`config.mk`:
```
export PLATFORM = sky130hd
export DESIGN_NAME = point_source_phasor_predict
export DESIGN_NICKNAME = d
export VERILOG_FILES = /design/src/design/psp_pkg.sv /design/src/design/point_source_phasor_predict.sv
export SDC_FILE = /design/constraint.sdc
export NUM_CORES = 2
export LEC_CHECK = 0
export BUFFER_PORTS_ARGS = -buffer_cell sky130_fd_sc_hd__buf_2
export CORE_UTILIZATION = 40
export DETAILED_ROUTE_END_ITERATION = 16
export GPL_TIMING_DRIVEN = 0
export PLACE_DENSITY_LB_ADDON = 0.15
export SYNTH_ARGS = -nofsm -noshare
export SYNTH_HDL_FRONTEND = slang
export SYNTH_SLANG_ARGS = --single-unit
```
`constraint.sdc`:
```
create_clock -name clk -period 26.8 [get_ports clk]
set_input_delay 2.68 -clock clk [delete_from_list [all_inputs] [get_ports clk]]
set_output_delay 2.68 -clock clk [all_outputs]
set_load 0.01 [all_outputs]
```
`src/design/psp_pkg.sv`:
```
// ----------------------------------------------------------------------------
// psp_pkg
// Types and constants of the point-source phasor predictor.
// ----------------------------------------------------------------------------
`default_nettype none

package psp_pkg;

  localparam int MAX_CHANNELS = 64;

  typedef struct packed {
    logic signed [15:0] left_re;
    logic signed [15:0] left_im;
    logic signed [15:0] right_re;
    logic signed [15:0] right_im;
    logic signed [15:0] left_step_re;
    logic signed [15:0] left_step_im;
    logic signed [15:0] right_step_re;
    logic signed [15:0] right_step_im;
    logic        [15:0] n_term;
  } psp_in_t;

  typedef struct packed {
    logic signed [31:0] value_re;
    logic signed [31:0] value_im;
    logic        [5:0]  channel;
    logic               last;
  } psp_out_t;

  typedef enum logic [2:0] {
    ST_IDLE,
    ST_STEP,
    ST_BASE,
    ST_DIV_LOAD,
    ST_DIV,
    ST_DIV_END,
    ST_PUSH,
    ST_CHAN
  } psp_state_t;

endpackage

`default_nettype wire

```
`src/design/point_source_phasor_predict.sv`:
```
// ----------------------------------------------------------------------------
// point_source_phasor_predict
// Per time sample, predicts one saturated Q1.30 visibility per frequency
// channel from two station phasors, their channel steps and the source n term.
// ----------------------------------------------------------------------------
// One item is worked at a time on a single shared 32x16 multiplier with a
// 49-bit accumulator, plus a one-bit-per-cycle restoring divider for the
// division by n. An item runs through the channel step, the base product
// and the two divisions, then pushes channel 0; each later channel takes
// four multiplies through the shared unit and a push into the output
// register. A push waits while the output register holds an untaken result.
// The last result waits in the output register while the block already
// takes the next item. The user writes num_channels through the cfg port
// only while the block is idle; the block itself does not enforce it.
// 0 counts as 1, values above 64 count as 64.
`default_nettype none

module point_source_phasor_predict
  import psp_pkg::*;
(
  input  wire logic     clk,
  input  wire logic     rst_n,
  input  wire logic     in_valid,
  output logic          in_ready,
  input  wire psp_in_t  in_item,
  output logic          out_valid,
  input  wire logic     out_ready,
  output psp_out_t      out_item,
  input  wire logic     cfg_valid,
  output logic          cfg_ready,
  input  wire logic [6:0] cfg_data
);

  localparam logic signed [48:0] RND_POS = 49'sd16384;
  localparam logic signed [48:0] RND_NEG = 49'sd16383;

  psp_state_t state_r, state_nxt;

  logic [6:0]          num_ch_r;
  psp_in_t             in_r, in_nxt;
  logic [15:0]         n_r, n_nxt;
  logic [5:0]          last_ch_r, last_ch_nxt;
  logic [2:0]          ph_r, ph_nxt;
  logic signed [47:0]  prod_r, prod_nxt;
  logic signed [48:0]  acc_r, acc_nxt;
  logic signed [15:0]  sr_r, sr_nxt, si_r, si_nxt;
  logic signed [32:0]  bre_r, bre_nxt, bim_r, bim_nxt;
  logic                div_im_r, div_im_nxt;
  logic                neg_r, neg_nxt;
  logic [31:0]         dq_r, dq_nxt;
  logic [15:0]         rem_r, rem_nxt;
  logic [4:0]          it_r, it_nxt;
  logic signed [31:0]  vr_r, vr_nxt, vi_r, vi_nxt;
  logic [5:0]          chan_r, chan_nxt;
  psp_out_t            out_r, out_nxt;
  logic                out_valid_r, out_valid_nxt;

  // shared multiplier operands
  logic signed [31:0]  mul_a;
  logic signed [15:0]  mul_b;

  // rounding of the accumulator by 2^15, half away from zero
  logic signed [48:0]  rnd_sum;
  logic signed [33:0]  rnd_q;
  logic signed [15:0]  rnd_sat16;
  logic signed [31:0]  rnd_sat32;

  // divider datapath
  logic signed [32:0]  div_x;
  logic [31:0]         div_mag;
  logic [16:0]         rem_sh;
  logic                rem_ge;
  logic signed [31:0]  div_val;

  logic                do_sub;
  logic                push_ok;

  assign in_ready  = (state_r == ST_IDLE);
  assign cfg_ready = 1'b1;
  assign out_valid = out_valid_r;
  assign out_item  = out_r;

  // operand select for the four products of each complex multiply
  always_comb begin
    mul_a = '0;
    mul_b = '0;
    case (state_r)
      ST_STEP: begin
        case (ph_r)
          3'd0: begin
            mul_a = 32'(in_r.right_step_re); mul_b = in_r.left_step_re;
          end
          3'd1: begin
            mul_a = 32'(in_r.right_step_im); mul_b = in_r.left_step_im;
          end
          3'd2: begin
            mul_a = 32'(in_r.right_step_im); mul_b = in_r.left_step_re;
          end
          3'd3: begin
            mul_a = 32'(in_r.right_step_re); mul_b = in_r.left_step_im;
          end
          default: ;
        endcase
      end
      ST_BASE: begin
        case (ph_r)
          3'd0: begin mul_a = 32'(in_r.right_re); mul_b = in_r.left_re; end
          3'd1: begin mul_a = 32'(in_r.right_im); mul_b = in_r.left_im; end
          3'd2: begin mul_a = 32'(in_r.right_im); mul_b = in_r.left_re; end
          3'd3: begin mul_a = 32'(in_r.right_re); mul_b = in_r.left_im; end
          default: ;
        endcase
      end
      ST_CHAN: begin
        case (ph_r)
          3'd0: begin mul_a = vr_r; mul_b = sr_r; end
          3'd1: begin mul_a = vi_r; mul_b = si_r; end
          3'd2: begin mul_a = vr_r; mul_b = si_r; end
          3'd3: begin mul_a = vi_r; mul_b = sr_r; end
          default: ;
        endcase
      end
      default: ;
    endcase
  end

  assign prod_nxt = mul_a * mul_b;

  assign rnd_sum = acc_r + (acc_r[48] ? RND_NEG : RND_POS);
  assign rnd_q   = rnd_sum[48:15];

  always_comb begin
    if (!rnd_q[33] && (|rnd_q[32:15])) begin
      rnd_sat16 = 16'sh7fff;
    end else if (rnd_q[33] && !(&rnd_q[32:15])) begin
      rnd_sat16 = -16'sh8000;
    end else begin
      rnd_sat16 = rnd_q[15:0];
    end
    if (!rnd_q[33] && (|rnd_q[32:31])) begin
      rnd_sat32 = 32'sh7fffffff;
    end else if (rnd_q[33] && !(&rnd_q[32:31])) begin
      rnd_sat32 = 32'sh80000000;
    end else begin
      rnd_sat32 = rnd_q[31:0];
    end
  end

  assign div_x   = div_im_r ? bim_r : bre_r;
  assign div_mag = div_x[32] ? 32'(-div_x) : 32'(div_x);
  assign rem_sh  = {rem_r, dq_r[31]};
  assign rem_ge  = (rem_sh >= {1'b0, n_r});

  // quotient magnitude never exceeds 2^31, so the negated form always fits
  always_comb begin
    if (neg_r) begin
      div_val = 32'sd0 - $signed(dq_r);
    end else if (dq_r[31]) begin
      div_val = 32'sh7fffffff;
    end else begin
      div_val = $signed(dq_r);
    end
  end

  // first sum of a product pair adds for step and base, subtracts for channels
  assign do_sub  = (ph_r == 3'd2) == (state_r == ST_CHAN);
  assign push_ok = !out_valid_r || out_ready;

  always_comb begin
    state_nxt     = state_r;
    in_nxt        = in_r;
    n_nxt         = n_r;
    last_ch_nxt   = last_ch_r;
    ph_nxt        = ph_r;
    acc_nxt       = acc_r;
    sr_nxt        = sr_r;
    si_nxt        = si_r;
    bre_nxt       = bre_r;
    bim_nxt       = bim_r;
    div_im_nxt    = div_im_r;
    neg_nxt       = neg_r;
    dq_nxt        = dq_r;
    rem_nxt       = rem_r;
    it_nxt        = it_r;
    vr_nxt        = vr_r;
    vi_nxt        = vi_r;
    chan_nxt      = chan_r;
    out_nxt       = out_r;
    out_valid_nxt = out_valid_r && !out_ready;

    // product pair accumulation, shared by the three multiply states
    if (state_r == ST_STEP || state_r == ST_BASE || state_r == ST_CHAN) begin
      case (ph_r)
        3'd1, 3'd3: acc_nxt = 49'(prod_r);
        3'd2, 3'd4: acc_nxt = do_sub ? acc_r - 49'(prod_r) : acc_r + 49'(prod_r);
        default: ;
      endcase
      ph_nxt = ph_r + 3'd1;
    end

    case (state_r)
      ST_IDLE: begin
        if (in_valid) begin
          in_nxt = in_item;
          n_nxt  = (in_item.n_term == 16'd0) ? 16'd1 : in_item.n_term;
          if (num_ch_r == 7'd0) begin
            last_ch_nxt = 6'd0;
          end else if (num_ch_r > 7'(MAX_CHANNELS)) begin
            last_ch_nxt = 6'(MAX_CHANNELS - 1);
          end else begin
            last_ch_nxt = 6'(num_ch_r - 7'd1);
          end
          ph_nxt    = 3'd0;
          state_nxt = ST_STEP;
        end
      end
      ST_STEP: begin
        if (ph_r == 3'd3) sr_nxt = rnd_sat16;
        if (ph_r == 3'd5) begin
          si_nxt    = rnd_sat16;
          ph_nxt    = 3'd0;
          state_nxt = ST_BASE;
        end
      end
      ST_BASE: begin
        if (ph_r == 3'd3) bre_nxt = acc_r[32:0];
        if (ph_r == 3'd5) begin
          bim_nxt    = acc_r[32:0];
          div_im_nxt = 1'b0;
          state_nxt  = ST_DIV_LOAD;
        end
      end
      ST_DIV_LOAD: begin
        // pre-add half the divisor for rounding half away from zero
        neg_nxt   = div_x[32];
        dq_nxt    = div_mag + 32'(n_r[15:1]);
        rem_nxt   = '0;
        it_nxt    = '0;
        state_nxt = ST_DIV;
      end
      ST_DIV: begin
        rem_nxt = rem_ge ? 16'(rem_sh - {1'b0, n_r}) : rem_sh[15:0];
        dq_nxt  = {dq_r[30:0], rem_ge};
        it_nxt  = it_r + 5'd1;
        if (it_r == 5'd31) state_nxt = ST_DIV_END;
      end
      ST_DIV_END: begin
        if (!div_im_r) begin
          vr_nxt     = div_val;
          div_im_nxt = 1'b1;
          state_nxt  = ST_DIV_LOAD;
        end else begin
          vi_nxt    = div_val;
          chan_nxt  = 6'd0;
          state_nxt = ST_PUSH;
        end
      end
      ST_PUSH: begin
        if (push_ok) begin
          out_valid_nxt    = 1'b1;
          out_nxt.value_re = vr_r;
          out_nxt.value_im = vi_r;
          out_nxt.channel  = chan_r;
          out_nxt.last     = (chan_r == last_ch_r);
          if (chan_r == last_ch_r) begin
            state_nxt = ST_IDLE;
          end else begin
            chan_nxt  = chan_r + 6'd1;
            ph_nxt    = 3'd0;
            state_nxt = ST_CHAN;
          end
        end
      end
      ST_CHAN: begin
        // vr is rewritten only after its last use in this pass
        if (ph_r == 3'd3) vr_nxt = rnd_sat32;
        if (ph_r == 3'd5) begin
          vi_nxt    = rnd_sat32;
          state_nxt = ST_PUSH;
        end
      end
      default: state_nxt = ST_IDLE;
    endcase
  end

  always_ff @(posedge clk) begin
    if (!rst_n) begin
      state_r     <= ST_IDLE;
      out_valid_r <= 1'b0;
      num_ch_r    <= 7'd1;
    end else begin
      state_r     <= state_nxt;
      out_valid_r <= out_valid_nxt;
      if (cfg_valid && cfg_ready) num_ch_r <= cfg_data;
    end
  end

  always_ff @(posedge clk) begin
    in_r      <= in_nxt;
    n_r       <= n_nxt;
    last_ch_r <= last_ch_nxt;
    ph_r      <= ph_nxt;
    prod_r    <= prod_nxt;
    acc_r     <= acc_nxt;
    sr_r      <= sr_nxt;
    si_r      <= si_nxt;
    bre_r     <= bre_nxt;
    bim_r     <= bim_nxt;
    div_im_r  <= div_im_nxt;
    neg_r     <= neg_nxt;
    dq_r      <= dq_nxt;
    rem_r     <= rem_nxt;
    it_r      <= it_nxt;
    vr_r      <= vr_nxt;
    vi_r      <= vi_nxt;
    chan_r    <= chan_nxt;
    out_r     <= out_nxt;
  end

endmodule

`default_nettype wire
```
==> results.yml <==
outcome:
  run_status: "complete, no violations"
yosys:
  largest_family_of_logic_cells_by_synthesized_area: "adder cells"
  yosys-top-cells-area: "sky130_fd_sc_hd__edfxtp_1 32%, sky130_fd_sc_hd__fa_1 21%, sky130_fd_sc_hd__ha_1 6.0%"
  synth_compound_area_frac: 0.1099
  muxShareOfSynthArea: 0.02475
  post_synth_xor_area_fraction: 0.05256
  ys_async_sr_fraction: 0
  edff_count_synth: 493
  synthesis.area_per_instance_sq_um: 10.10
  synth_simple_gate_area_frac: 0.1264
  synthAdderAreaFrac: 0.2719
  ys.flop_type: "sky130_fd_sc_hd__edfxtp_1"
  post-synth-top-area-fraction: 0.3207
  yosys_register_bits: 555
  synth.distinct_cells: 85
  netlist_instances: 4568
  largest_area_contributor_in_the_netlist: "sky130_fd_sc_hd__edfxtp_1"
  postSynthNetCount: 5433
  yosysSeqAreaShare: 0.3476
  synthesis_warnings: 0
  synthesis.area_sq_um: 46160
global_route:
  grt_first_pass_wirelength_um: 224800
  grt_pass1_vias: 35500
  maximum_number_of_pins_on_one_net_before_global_route_repair: 71
  antenna_found_initial: 5
  grt-ovfl-total: 0
  total_routing_usage_gr: 0.2583
clock_network:
  cts-buffers-inserted: 66
  cts.htree.levels: 3
  cts.reportedPaths.clkPinSlew_ns: 0.06
  clock_tree.buffer_depth: 3
  tritoncts: "built"
  worstSkewPairLatency_ns: 0.68
  number_of_sinks_driven_by_the_clock_tree: 555
  cts_setup_buffers: 0
  post_cts_hold_fix_bufs: 0
  clock_root_buffer: "sky130_fd_sc_hd__clkbuf_16"
  cts.repair.resized: 0
worst_setup_path:
  slowest_stage: "sky130_fd_sc_hd__nor2_1"
  startpoint_type: "flop"
  critical_path.max_fanout: 10
  timing.critical_path.slowest_cell_delay_ns: 1.12
  path_common_cell: "sky130_fd_sc_hd__fa_1"
  critical_path.endpoint_type: "flop"
  regToRegSetupSlack_ns: 13.29
  critical_path_class: "flop to flop"
  timing.critical_path.arrival_ns: 14.03
  critical_path_required_ns: 27.32
floorplan:
  chipHeight_um: 341.7
  total_die_area_sq_um: 116800
  die-width_um: 341.7
  rows: 124
  ios: 230
  start_util: 0.4037
  design.core.area_sq_um: 114300
detailed_routing:
  detail_route.iter0.violations: 2858
  ant_nets: 0
  totalWireLength_um: 149400
  viasPerCell: 5.437
  drt_pass1_iterations: 6
  drc_errors: 0
  dr_total_vias: 35110
  detail_route.wl_per_cell_um: 23.14
power:
  power.net_switching_mw: 3.509
  swShare: 0.5109
  cellLeakagePower_nw: 21.63
  seq_power_share: 0.198
  pwr_density_cell_nw_per_um2: 132.3
  max-vdd-ir-drop_mv: 0.1044
  power.combinational.fraction: 0.665
  cell_internal_pwr_mw: 3.359
  power.share.clock: 0.137
timing:
  min_period_ns: 13.51
  report.final.hold_viol_count: 0
  final_slew_violations: 0
  setup_violating_endpoint_count_in_the_final_report: 0
  finClkSkew_ns: 0.06629
  setup_total_negative_slack_ns: 0
  worst_pin_slew_ns: 1.427
  setup_repair_after_global_routing_missed_its_margin: "no"
  slew-limit-headroom: 0.03886
  finalWorstSetupSlack_ns: 13.29
  post-route-period-util: 0.5041
  fmax_mhz: 74.01
layout:
  multi_input_comb_area_sq_um: 27160
  fillerInstances: 11080
  area_growth_pct: 12.47
  most_common_cell_after_layout_fill_and_taps_aside: "sky130_fd_sc_hd__inv_1"
  combined_flip_flop_and_latch_cell_area_sq_um: 16050
  fraction_of_final_layout_cells_sized_beyond_drive_strength_1: 0.08622
  layout_common_cells: "623 x sky130_fd_sc_hd__inv_1, 540 x sky130_fd_sc_hd__nor2_1, 493 x sky130_fd_sc_hd__edfxtp_1, 489 x sky130_fd_sc_hd__fa_1, 385 x sky130_fd_sc_hd__nand2_1"
  nNetsFinal: 5752
placement:
  dpl_worst_slack_ns: 12.99
  place.port_buffers: 227
  dp_hpwl_um: 123100
  gp_congestion: 0.9658
hold_path:
  hold_path.class: "flop to flop"
job:
  timing.max_cap.violations: 0
-- critical path: cells and delay by family (launching register included) --
family                   cells  cell delay [ns]
AND/OR/NAND/NOR              7             2.51
adder cells (fa/ha/maj)      8             3.79
XOR/XNOR                     1             0.14
flip-flops                   1             0.50
buffers and inverters       11             3.99
AO/OA/AOI/OAI                8             2.40
-- synthesized netlist by cell type, types with 10 or more instances --
master,n
sky130_fd_sc_hd__inv_1,623
sky130_fd_sc_hd__nor2_1,545
sky130_fd_sc_hd__edfxtp_1,493
sky130_fd_sc_hd__fa_1,489
sky130_fd_sc_hd__nand2_1,385
sky130_fd_sc_hd__ha_1,220
sky130_fd_sc_hd__a21oi_1,195
sky130_fd_sc_hd__o21ai_0,187
sky130_fd_sc_hd__clkbuf_1,160
sky130_fd_sc_hd__xnor2_1,154
sky130_fd_sc_hd__xor2_1,123
sky130_fd_sc_hd__mux2i_1,104
sky130_fd_sc_hd__a21o_1,70
sky130_fd_sc_hd__nor3_1,66
sky130_fd_sc_hd__dfxtp_1,62
sky130_fd_sc_hd__nand3_1,58
sky130_fd_sc_hd__a22oi_1,46
sky130_fd_sc_hd__o21a_1,41
sky130_fd_sc_hd__a31oi_1,30
sky130_fd_sc_hd__or3_1,30
sky130_fd_sc_hd__nand4_1,29
sky130_fd_sc_hd__o21ai_1,29
sky130_fd_sc_hd__nand2b_1,28
sky130_fd_sc_hd__and3_1,27
sky130_fd_sc_hd__o31ai_1,24
sky130_fd_sc_hd__and2_1,22
sky130_fd_sc_hd__nor2b_1,22
sky130_fd_sc_hd__o22ai_1,22
sky130_fd_sc_hd__buf_1,21
sky130_fd_sc_hd__a2bb2oi_1,20
sky130_fd_sc_hd__nor3b_1,19
sky130_fd_sc_hd__o21bai_1,19
sky130_fd_sc_hd__a211oi_1,18
sky130_fd_sc_hd__nor4_1,18
sky130_fd_sc_hd__or4_1,11
sky130_fd_sc_hd__a211o_1,10
sky130_fd_sc_hd__or2_2,10
-- per-layer routing --
metal / global-route usage / vias up / wire length (um) / share of wire
li1: - / 15990 / - / -
met5: 0 / - / 0 / 0
met2: 0.4036 / 1256 / 67670 / 0.45
met3: 0.06150 / 196 / 12720 / 0.085
met1: 0.3584 / 17660 / 65240 / 0.44
met4: 0.06867 / 0 / 3793 / 0.025
-- stage by stage --
stage,util,hold slack (ns),power [mW],instances,instance area (sq um)
after global routing,0.4540,0.4514,7.421,6456,51910
after detailed placement,0.4343,0.4347,5.875,6330,49660
after CTS,0.4538,0.4488,6.897,6452,51890
after floorplan,-,0.4257,4.303,4568,46160
after global placement,0.4302,0.4304,5.886,6307,49190
final,0.4540,0.4455,6.867,6457,51910
-- cells by family after synthesis --
| family | Yosys count |
|---|---|
| AOI/OAI and AO/OA | 796 |
| xor gates and xnor gates | 277 |
| adders and majority gates | 710 |
| buffers and inverters | 816 |
| DFF | 555 |
| muxes | 113 |
| other | 1 |
| and+or+nand+nor | 1300 |
-- sequential cells by signal, summed over array words and instances, names as in the netlist, 16 cells and up --
name / flops
in_r: 128
out_item: 71
acc_r: 49
prod_r: 48
bim_r: 33
bre_r: 33
dq_r: 32
vi_r: 32
vr_r: 32
n_r: 16
rem_r: 16
si_r: 16
sr_r: 16
-- final cells by class --
type / count / share of cell area
multi-input combinational: 3197 / 0.5232
sequential: 555 / 0.3091
inverter: 624 / 0.04512
tap: 1512 / 0.03644
clock buffer: 81 / 0.03410
timing repair buffer: 251 / 0.02873
buffer: 192 / 0.01424
clock inverter: 41 / 0.008893
antenna: 4 / 0.0001928
-- path summary, 6_finish.rpt --
kind / startpoint / endpoint / cells past startpoint
hold reg to reg: vr_r[13] / out_item[52] / 0
hold / removal: vr_r[13] / out_item[52] / 0
setup / recovery: ph_r[0] / prod_r[45] / 35
setup reg to reg: ph_r[0] / prod_r[45] / 35
-- power groups by stage --
stage	combinational [mW]	clock, mW	sequential [mW]
floorplan	3.00	0	1.30
global placement	4.48	0	1.40
detailed placement	4.50	0	1.38
CTS	4.58	0.959	1.36
global route	5.06	0.990	1.38
finish	4.56	0.942	1.36
No activity file was read; power rests on OpenSTA's default activity.
